`config.mk`:
```
export PLATFORM = sky130hd
export DESIGN_NAME = pending_move_tracker_unit
export DESIGN_NICKNAME = d
export VERILOG_FILES = /design/src/design/pmt_pkg.sv /design/src/design/pending_move_tracker_unit.sv /design/src/design/pmt_cell.sv
export SDC_FILE = /design/constraint.sdc
export NUM_CORES = 2
export LEC_CHECK = 0
export BUFFER_PORTS_ARGS = -buffer_cell sky130_fd_sc_hd__clkbuf_2
export CAP_MARGIN = 20
export CORE_MARGIN = 5
export CORE_UTILIZATION = 60
export DETAILED_ROUTE_END_ITERATION = 10
export PLACE_DENSITY = 0.79
export SYNTH_ARGS = -nofsm -noshare
export SYNTH_HDL_FRONTEND = slang
export SYNTH_SLANG_ARGS = --single-unit
```
`constraint.sdc`:
```
create_clock -name clock -period 6.6 [get_ports clock]
set_input_delay 1.32 -clock clock [delete_from_list [all_inputs] [get_ports clock]]
set_output_delay 1.32 -clock clock [all_outputs]
set_load 0.005 [all_outputs]
```
`src/design/pmt_pkg.sv`:
```
// Shared types, widths and codes for the pending move tracker.
package pmt_pkg;

   // Table depth default for the top level parameter
   localparam int ENTRIES_DEFAULT = 16;

   // Field widths
   localparam int KIND_W   = 1;
   localparam int DISK_W   = 8;
   localparam int FILE_W   = 24;
   localparam int AMOUNT_W = 16;
   localparam int MOVED_W  = 17;
   localparam int STATUS_W = 3;
   localparam int COUNT_W  = 5;

   // Item kinds
   localparam logic [KIND_W-1:0] KIND_ADD  = 1'b0;
   localparam logic [KIND_W-1:0] KIND_MOVE = 1'b1;

   // Result status codes
   localparam logic [STATUS_W-1:0] STATUS_ADDED     = 3'd0;
   localparam logic [STATUS_W-1:0] STATUS_FULL      = 3'd1;
   localparam logic [STATUS_W-1:0] STATUS_PENDING   = 3'd2;
   localparam logic [STATUS_W-1:0] STATUS_COMPLETE  = 3'd3;
   localparam logic [STATUS_W-1:0] STATUS_NOT_FOUND = 3'd4;

   // Input word
   typedef struct packed {
      logic [KIND_W-1:0]   kind;
      logic [DISK_W-1:0]   disk;
      logic [FILE_W-1:0]   file_no;
      logic [AMOUNT_W-1:0] amount;
   } req_word_type;

   // Result word
   typedef struct packed {
      logic [STATUS_W-1:0] status;
      logic [COUNT_W-1:0]  entries_in_use;
   } rsp_word_type;

   // Payload held by one table slot
   typedef struct packed {
      logic [DISK_W-1:0]   disk;
      logic [FILE_W-1:0]   file_no;
      logic [AMOUNT_W-1:0] written;
      logic [MOVED_W-1:0]  moved;
   } slot_type;

   // Slot as handed between neighbouring cells
   typedef struct packed {
      logic     valid;
      slot_type slot;
   } entry_type;

   // Carry walking down the chain during a lookup
   typedef struct packed {
      logic seen;   // a matching entry sits further forward
      logic rm;     // the frontmost match completes and leaves
   } chain_type;

   // Command broadcast to every cell
   typedef enum logic [2:0] {
      CELL_HOLD,
      CELL_INSERT,
      CELL_MATCH,
      CELL_SCAN,
      CELL_APPLY
   } cell_op_type;

   // Sequencer states
   typedef enum logic [1:0] {
      ST_IDLE,
      ST_MATCH,
      ST_SCAN,
      ST_APPLY
   } state_type;

endpackage

```
`src/design/pending_move_tracker_unit.sv`:
```
// Top level of the pending move tracker: sequencer, result register and the row of cells.
//
// Keeps an ordered table of ENTRIES files waiting for their children to be moved.
// An add word shifts every entry one cell back and loads the new one at the front in the
// cycle it is accepted, unless the table is full, which is then left as is and reported;
// its result is offered on the next cycle. A move word passes through a match, a scan and
// an apply state after acceptance before its result is offered: every cell compares its
// key, the match carry walks the row one cell per cycle to find the frontmost match, and
// that entry is updated or the gap behind it closed. One word is in the block at a time,
// and a new word is taken once the previous result has been taken or is leaving.
module pending_move_tracker_unit #(
   parameter int ENTRIES = pmt_pkg::ENTRIES_DEFAULT
) (
   input  logic                  clock,
   input  logic                  reset,
   input  logic                  req_valid,
   output logic                  req_ready,
   input  pmt_pkg::req_word_type req_data,
   output logic                  rsp_valid,
   input  logic                  rsp_ready,
   output pmt_pkg::rsp_word_type rsp_data
);
   import pmt_pkg::*;

   localparam int CountW = $clog2(ENTRIES + 1);
   localparam int ScanW  = (ENTRIES > 1) ? $clog2(ENTRIES) : 1;

   state_type          state_ff, state_in;
   req_word_type       item_ff, item_in;
   logic [CountW-1:0]  count_ff, count_in;
   logic [ScanW-1:0]   scan_ff, scan_in;
   logic               rsp_valid_ff, rsp_valid_in;
   rsp_word_type       rsp_data_ff, rsp_data_in;
   cell_op_type        cell_op;
   logic               req_accept;
   logic               full;
   logic               scan_done;
   entry_type          new_entry;
   entry_type          entry_out [ENTRIES];
   chain_type          chain_out [ENTRIES];
   logic [ENTRIES-1:0] valid_vec;
   chain_type          tail;

   assign req_accept = req_valid && req_ready;
   assign full       = count_ff == CountW'(ENTRIES);
   assign scan_done  = scan_ff == ScanW'(ENTRIES - 1);
   assign tail       = chain_out[ENTRIES-1];

   // Entry loaded into the front cell by an add
   assign new_entry.valid        = 1'b1;
   assign new_entry.slot.disk    = req_data.disk;
   assign new_entry.slot.file_no = req_data.file_no;
   assign new_entry.slot.written = req_data.amount;
   assign new_entry.slot.moved   = '0;

   // Row of cells
   for (genvar i = 0; i < ENTRIES; i++) begin : g_cell
      entry_type prev_e;
      entry_type next_e;
      chain_type chain_i;

      if (i == 0) begin : g_front
         assign prev_e  = new_entry;
         assign chain_i = '0;
      end else begin : g_inner
         assign prev_e  = entry_out[i-1];
         assign chain_i = chain_out[i-1];
      end

      if (i == ENTRIES - 1) begin : g_back
         assign next_e = '0;
      end else begin : g_mid
         assign next_e = entry_out[i+1];
      end

      pmt_cell u_cell (
         .clock      (clock),
         .reset      (reset),
         .op         (cell_op),
         .item       (item_ff),
         .prev_entry (prev_e),
         .next_entry (next_e),
         .chain_in   (chain_i),
         .entry      (entry_out[i]),
         .chain_out  (chain_out[i])
      );

      assign valid_vec[i] = entry_out[i].valid;
   end

   // Next state
   always_comb begin
      state_in = state_ff;
      case (state_ff)
         ST_IDLE: begin
            if (req_accept && req_data.kind == KIND_MOVE) begin
               state_in = ST_MATCH;
            end
         end
         ST_MATCH: state_in = ST_SCAN;
         ST_SCAN: begin
            if (scan_done) begin
               state_in = ST_APPLY;
            end
         end
         ST_APPLY: state_in = ST_IDLE;
         default:  state_in = ST_IDLE;
      endcase
   end

   // Sequencer outputs
   always_comb begin
      req_ready = 1'b0;
      cell_op   = CELL_HOLD;
      case (state_ff)
         ST_IDLE: begin
            req_ready = !rsp_valid_ff || rsp_ready;
            if (req_accept && req_data.kind == KIND_ADD && !full) begin
               cell_op = CELL_INSERT;
            end
         end
         ST_MATCH: cell_op = CELL_MATCH;
         ST_SCAN:  cell_op = CELL_SCAN;
         ST_APPLY: cell_op = CELL_APPLY;
         default:  cell_op = CELL_HOLD;
      endcase
   end

   // Item hold, scan count, table count and result word
   always_comb begin
      item_in      = item_ff;
      scan_in      = scan_ff;
      count_in     = count_ff;
      rsp_valid_in = rsp_valid_ff && !rsp_ready;
      rsp_data_in  = rsp_data_ff;
      if (req_accept) begin
         item_in = req_data;
      end
      if (state_ff == ST_MATCH) begin
         scan_in = '0;
      end else if (state_ff == ST_SCAN) begin
         scan_in = scan_ff + ScanW'(1);
      end
      if (req_accept && req_data.kind == KIND_ADD) begin
         rsp_valid_in = 1'b1;
         if (full) begin
            rsp_data_in.status = STATUS_FULL;
         end else begin
            count_in           = count_ff + CountW'(1);
            rsp_data_in.status = STATUS_ADDED;
         end
         rsp_data_in.entries_in_use = COUNT_W'(count_in);
      end else if (state_ff == ST_APPLY) begin
         rsp_valid_in = 1'b1;
         if (!tail.seen) begin
            rsp_data_in.status = STATUS_NOT_FOUND;
         end else if (tail.rm) begin
            count_in           = count_ff - CountW'(1);
            rsp_data_in.status = STATUS_COMPLETE;
         end else begin
            rsp_data_in.status = STATUS_PENDING;
         end
         rsp_data_in.entries_in_use = COUNT_W'(count_in);
      end
   end

   // Control registers
   always_ff @(posedge clock) begin
      if (reset) begin
         state_ff     <= ST_IDLE;
         scan_ff      <= '0;
         count_ff     <= '0;
         rsp_valid_ff <= 1'b0;
      end else begin
         state_ff     <= state_in;
         scan_ff      <= scan_in;
         count_ff     <= count_in;
         rsp_valid_ff <= rsp_valid_in;
      end
   end

   // Payload registers
   always_ff @(posedge clock) begin
      item_ff     <= item_in;
      rsp_data_ff <= rsp_data_in;
   end

   assign rsp_valid = rsp_valid_ff;
   assign rsp_data  = rsp_data_ff;

   // Count tracks the valid bits of the row
   a_count_matches: assert property (@(posedge clock) disable iff (reset)
      $countones(valid_vec) == int'(count_ff))
      else $error("entry count disagrees with valid cells");

   // Valid entries form a run from the front
   a_valid_packed: assert property (@(posedge clock) disable iff (reset)
      ((valid_vec & (valid_vec + ENTRIES'(1))) == '0))
      else $error("gap in valid entries");

   // The result register is free when a move finishes
   a_rsp_free: assert property (@(posedge clock) disable iff (reset)
      state_ff == ST_APPLY |-> !rsp_valid_ff)
      else $error("move result would overwrite a waiting word");

   // A completed move removes exactly one entry
   a_complete_drops: assert property (@(posedge clock) disable iff (reset)
      (state_ff == ST_APPLY && tail.rm) |=> count_ff == $past(count_ff) - CountW'(1))
      else $error("completed move did not remove one entry");

endmodule

```
`src/design/pmt_cell.sv`:
```
// One slot of the tracker table: holds an entry and passes data to its neighbours.
module pmt_cell (
   input  logic                clock,
   input  logic                reset,
   input  pmt_pkg::cell_op_type op,
   input  pmt_pkg::req_word_type item,
   input  pmt_pkg::entry_type   prev_entry,
   input  pmt_pkg::entry_type   next_entry,
   input  pmt_pkg::chain_type   chain_in,
   output pmt_pkg::entry_type   entry,
   output pmt_pkg::chain_type   chain_out
);
   import pmt_pkg::*;

   logic                valid_ff, valid_in;
   slot_type            slot_ff, slot_in;
   logic                hit_ff, hit_in;
   logic                cmpl_ff, cmpl_in;
   chain_type           chain_ff, chain_ff_in;
   logic [MOVED_W-1:0]  sum;
   logic                key_eq;
   logic                winner;

   // Local compare and sum against the broadcast word
   assign key_eq = (slot_ff.disk == item.disk) && (slot_ff.file_no == item.file_no);
   assign sum    = slot_ff.moved + MOVED_W'(item.amount);
   assign winner = hit_ff && !chain_ff.seen;

   // Carry handed to the next cell
   assign chain_out.seen = chain_ff.seen | hit_ff;
   assign chain_out.rm   = chain_ff.seen ? chain_ff.rm : (hit_ff & cmpl_ff);

   assign entry.valid = valid_ff;
   assign entry.slot  = slot_ff;

   // Next state of the cell
   always_comb begin
      valid_in    = valid_ff;
      slot_in     = slot_ff;
      hit_in      = hit_ff;
      cmpl_in     = cmpl_ff;
      chain_ff_in = chain_ff;
      case (op)
         CELL_INSERT: begin
            valid_in = prev_entry.valid;
            slot_in  = prev_entry.slot;
         end
         CELL_MATCH: begin
            hit_in      = valid_ff && key_eq;
            cmpl_in     = sum >= MOVED_W'(slot_ff.written);
            chain_ff_in = '0;
         end
         CELL_SCAN: begin
            chain_ff_in = chain_in;
         end
         CELL_APPLY: begin
            // close the gap behind a completed entry, else add the amount to the frontmost match
            if (chain_out.rm) begin
               valid_in = next_entry.valid;
               slot_in  = next_entry.slot;
            end else if (winner) begin
               slot_in.moved = sum;
            end
            hit_in = 1'b0;
         end
         default: begin
         end
      endcase
   end

   // Control state
   always_ff @(posedge clock) begin
      if (reset) begin
         valid_ff <= 1'b0;
         hit_ff   <= 1'b0;
         cmpl_ff  <= 1'b0;
         chain_ff <= '0;
      end else begin
         valid_ff <= valid_in;
         hit_ff   <= hit_in;
         cmpl_ff  <= cmpl_in;
         chain_ff <= chain_ff_in;
      end
   end

   // Slot payload
   always_ff @(posedge clock) begin
      slot_ff <= slot_in;
   end

endmodule
```
==> results.yml <==
synthesis:
  syn_inst: 6914
  synth_top_cells_by_count: "edfxtp_1 (1096), nand2_1 (684), ha_1 (520)"
  ys_seq_area_share_pct: 46.8
  syn_area_per_cell_um2: 10.7
  synth_area_leaders: "edfxtp_1 (44%), ha_1 (8.8%), mux2_2 (7.8%), xor2_1 (4.7%), xnor2_1 (4.1%)"
  synth-edff-count: 1096
  syn_area_mm2: 0.0742
  yosys_warnings: 0
  async_flop_share_pct: 0
  synth_cell_type_count: 84
  yosys.area.top_type: "edfxtp_1"
  yosys.cell_count.top_type: "edfxtp_1"
  synth.top_cell.area_share_pct: 44.4
  synth_nets: 7503
  ys_ff_latch: 1186
  ys.flop_type: "edfxtp_1"
floorplanning:
  row_count: 129
  die_y_um: 362
  io_pins: 63
  start_util_pct: 60.2
  die_w_um: 362
  die-area_mm2: 0.131
  core_area_mm2: 0.123
power_and_ir_drop:
  p_leak_nw: 30.6
  ir_worst_vdd_v: 0.000359
  power_density_mw_per_mm2: 510
routing:
  avgViaCountPerCell: 6.57
  drc: 0
  wl_mm: 231
  first_pass_iters: 8
  ant_nets: 0
  drt-initial-drc-count: 7413
  wl_per_cell_um: 26.7
  vias: 56900
sta:
  fin_crit_ns: 4.75
  fin_tns_setup_ns: 0
  hold_ws_ns: 0.496
  worstMarginPinSlew_ns: 1.15
  max_slew_margin_pct: 23.0
  hold_viol: 0
  max_clock_freq_ghz: 0.211
  post-route-period-util_pct: 72.0
  setup_viol_count_final: 0
  drv_slew: 0
  rsz0062_at_grt: "no"
  skew_ns: 0.0320
finish:
  seq_area_mm2: 0.0347
  fillers: 9431
  final_util_pct: 65.6
  syn2layout_area_growth_pct: 9.09
  multiInputGateArea_mm2: 0.0371
  drive_above_1_share_pct: 13.7
  layout.nets: 7501
worst_setup_path:
  reg2regPathDepth: 16
  startpoint_type: "register"
  required_ns: 7.25
  worst-setup-path-type: "reg2reg"
  cp_max_fo: 10
  end_kind: "register"
  crit_arrival_ns: 5.40
global_route:
  grt_max_degree: 201
  grt_use_total_pct: 34.4
  grt_pass1_wl_mm: 345
  antenna_found_initial: 1
  grt-ovfl-total: 0
  grt_pass1_vias: 55100
clock_network:
  htree_levels: 4
  cts_max_path_buffers: 3
  cts_made_buffers: 132
  cts_tree: "yes"
  clock-sinks: 1186
  cts_resized: 0
  clkTransAtPathRegs_ns: 0.06
  clk_latency_ns: 0.79
  hold_buffers: 0
  clock_tree.root_cell: "clkbuf_16"
  post_cts_buffers: 0
outcome:
  status: "completed"
placement:
  gp_congestion: 0.980
  hpwl_mm: 172
  io_buffers: 62
worst_hold_path:
  whs_path_depth: 2
  holdCritPathClass: "reg2reg"
flow_run:
  drv_cap: 0
## where the power goes
part	switching [W]	internal, W	leakage [nW]	total [W]
combinational	0.0120	0.00759	17.8	0.0196
sequential	0.00242	0.0119	10.8	0.0143
clock	0.00320	0.00422	2.09	0.00742
total	0.0176	0.0237	30.6	0.0413
## sequential cells by signal (all words and copies together) (netlist names)
signal,cells
g_cell.u_cell.valid_ff,16
count_ff,5
g_cell.u_cell.cmpl_ff,16
scan_ff,4
state_ff,2
rsp_data,8
g_cell.u_cell.chain_ff,30
g_cell.u_cell.entry,1040
rsp_valid,1
g_cell.u_cell.hit_ff,16
item_ff,48
## through the flow
| stage | std cells | total power (W) | worst slack (ns) | cell area (µm²) |
|---|---|---|---|---|
| after detailed placement | 8408 | 0.0332 | 1.76 | 76500 |
| after floorplan | 6914 | 0.0269 | 0.922 | 74200 |
| after global placement | 8407 | 0.0326 | 1.86 | 76500 |
| after global routing | 8659 | 0.0435 | 1.62 | 80900 |
| after CTS | 8652 | 0.0407 | 1.94 | 80800 |
| final | 8664 | 0.0413 | 1.85 | 80900 |
## cell type report
class / count / area share [%]
multi-input combinational: 5039 / 45.8
sequential: 1186 / 42.9
clock buffer: 195 / 4.63
tap: 1637 / 2.53
timing repair buffer: 190 / 1.72
inverter: 363 / 1.69
clock inverter: 49 / 0.683
antenna: 5 / 0.0155
## critical path: stages, from the launching register on
cell and delay [ns]:
edfxtp_1 0.68, buf_4 0.31, ha_1 0.22, fa_1 0.40
a21o_1 0.20, a21oi_2 0.19, o21bai_2 0.12, a2111oi_4 0.50
o21ai_0 0.20, a21oi_1 0.20, xnor2_1 0.19, ha_1 0.30
o21a_1 0.20, o211ai_1 0.23, a21oi_1 0.06, a2111oi_0 0.45
a31oi_1 0.15
## cells in the final DEF, fill, tap and decap left out, types with 61 or more instances in the layout
cell type / n
o21ai_0: 408
a21oi_1: 400
clkbuf_16: 135
buf_4: 115
mux2_2: 514
inv_1: 361
nor2b_1: 79
edfxtp_1: 1096
o21a_1: 66
xor2_1: 396
nand4_1: 135
ha_1: 519
mux2i_1: 81
nor4_1: 109
dfxtp_1: 90
a21o_1: 131
xnor2_1: 347
a31oi_1: 129
nand2_1: 683
nor2_1: 403
clkbuf_2: 61
nand3_1: 75
## final timing paths
kind	startpoint	end	slack, ns
setup reg to reg	item_ff[0]$_DFFE_PP_	g_cell[9].u_cell.cmpl_ff$_SDFFE_PP0P_	1.85
hold reg to reg	g_cell[14].u_cell.hit_ff$_SDFFE_PP0P_	g_cell[14].u_cell.hit_ff$_SDFFE_PP0P_	0.50
setup / recovery	item_ff[0]$_DFFE_PP_	g_cell[9].u_cell.cmpl_ff$_SDFFE_PP0P_	1.85
hold / removal	g_cell[14].u_cell.hit_ff$_SDFFE_PP0P_	g_cell[14].u_cell.hit_ff$_SDFFE_PP0P_	0.50
## cell families after synthesis
logic type / synth area share (%)
multiplexers: 8.91
buffers and inverters: 3.50
AO/OA/AOI/OAI: 12.7
XOR/XNOR: 8.77
flip-flops: 46.8
adder cells (fa/ha/maj): 9.20
AND/OR/NAND/NOR: 10.1
## per-layer routing
| layer | track usage, % | wire, µm | vias up |
|---|---|---|---|
| li1 | - | - | 25400 |
| met5 | 0 | 0 | - |
| met3 | 7.09 | 23700 | 573 |
| met4 | 12.5 | 9210 | 0 |
| met1 | 47.6 | 93600 | 27700 |
| met2 | 54.0 | 105000 | 3295 |
(Power assumes the default switching activity.)
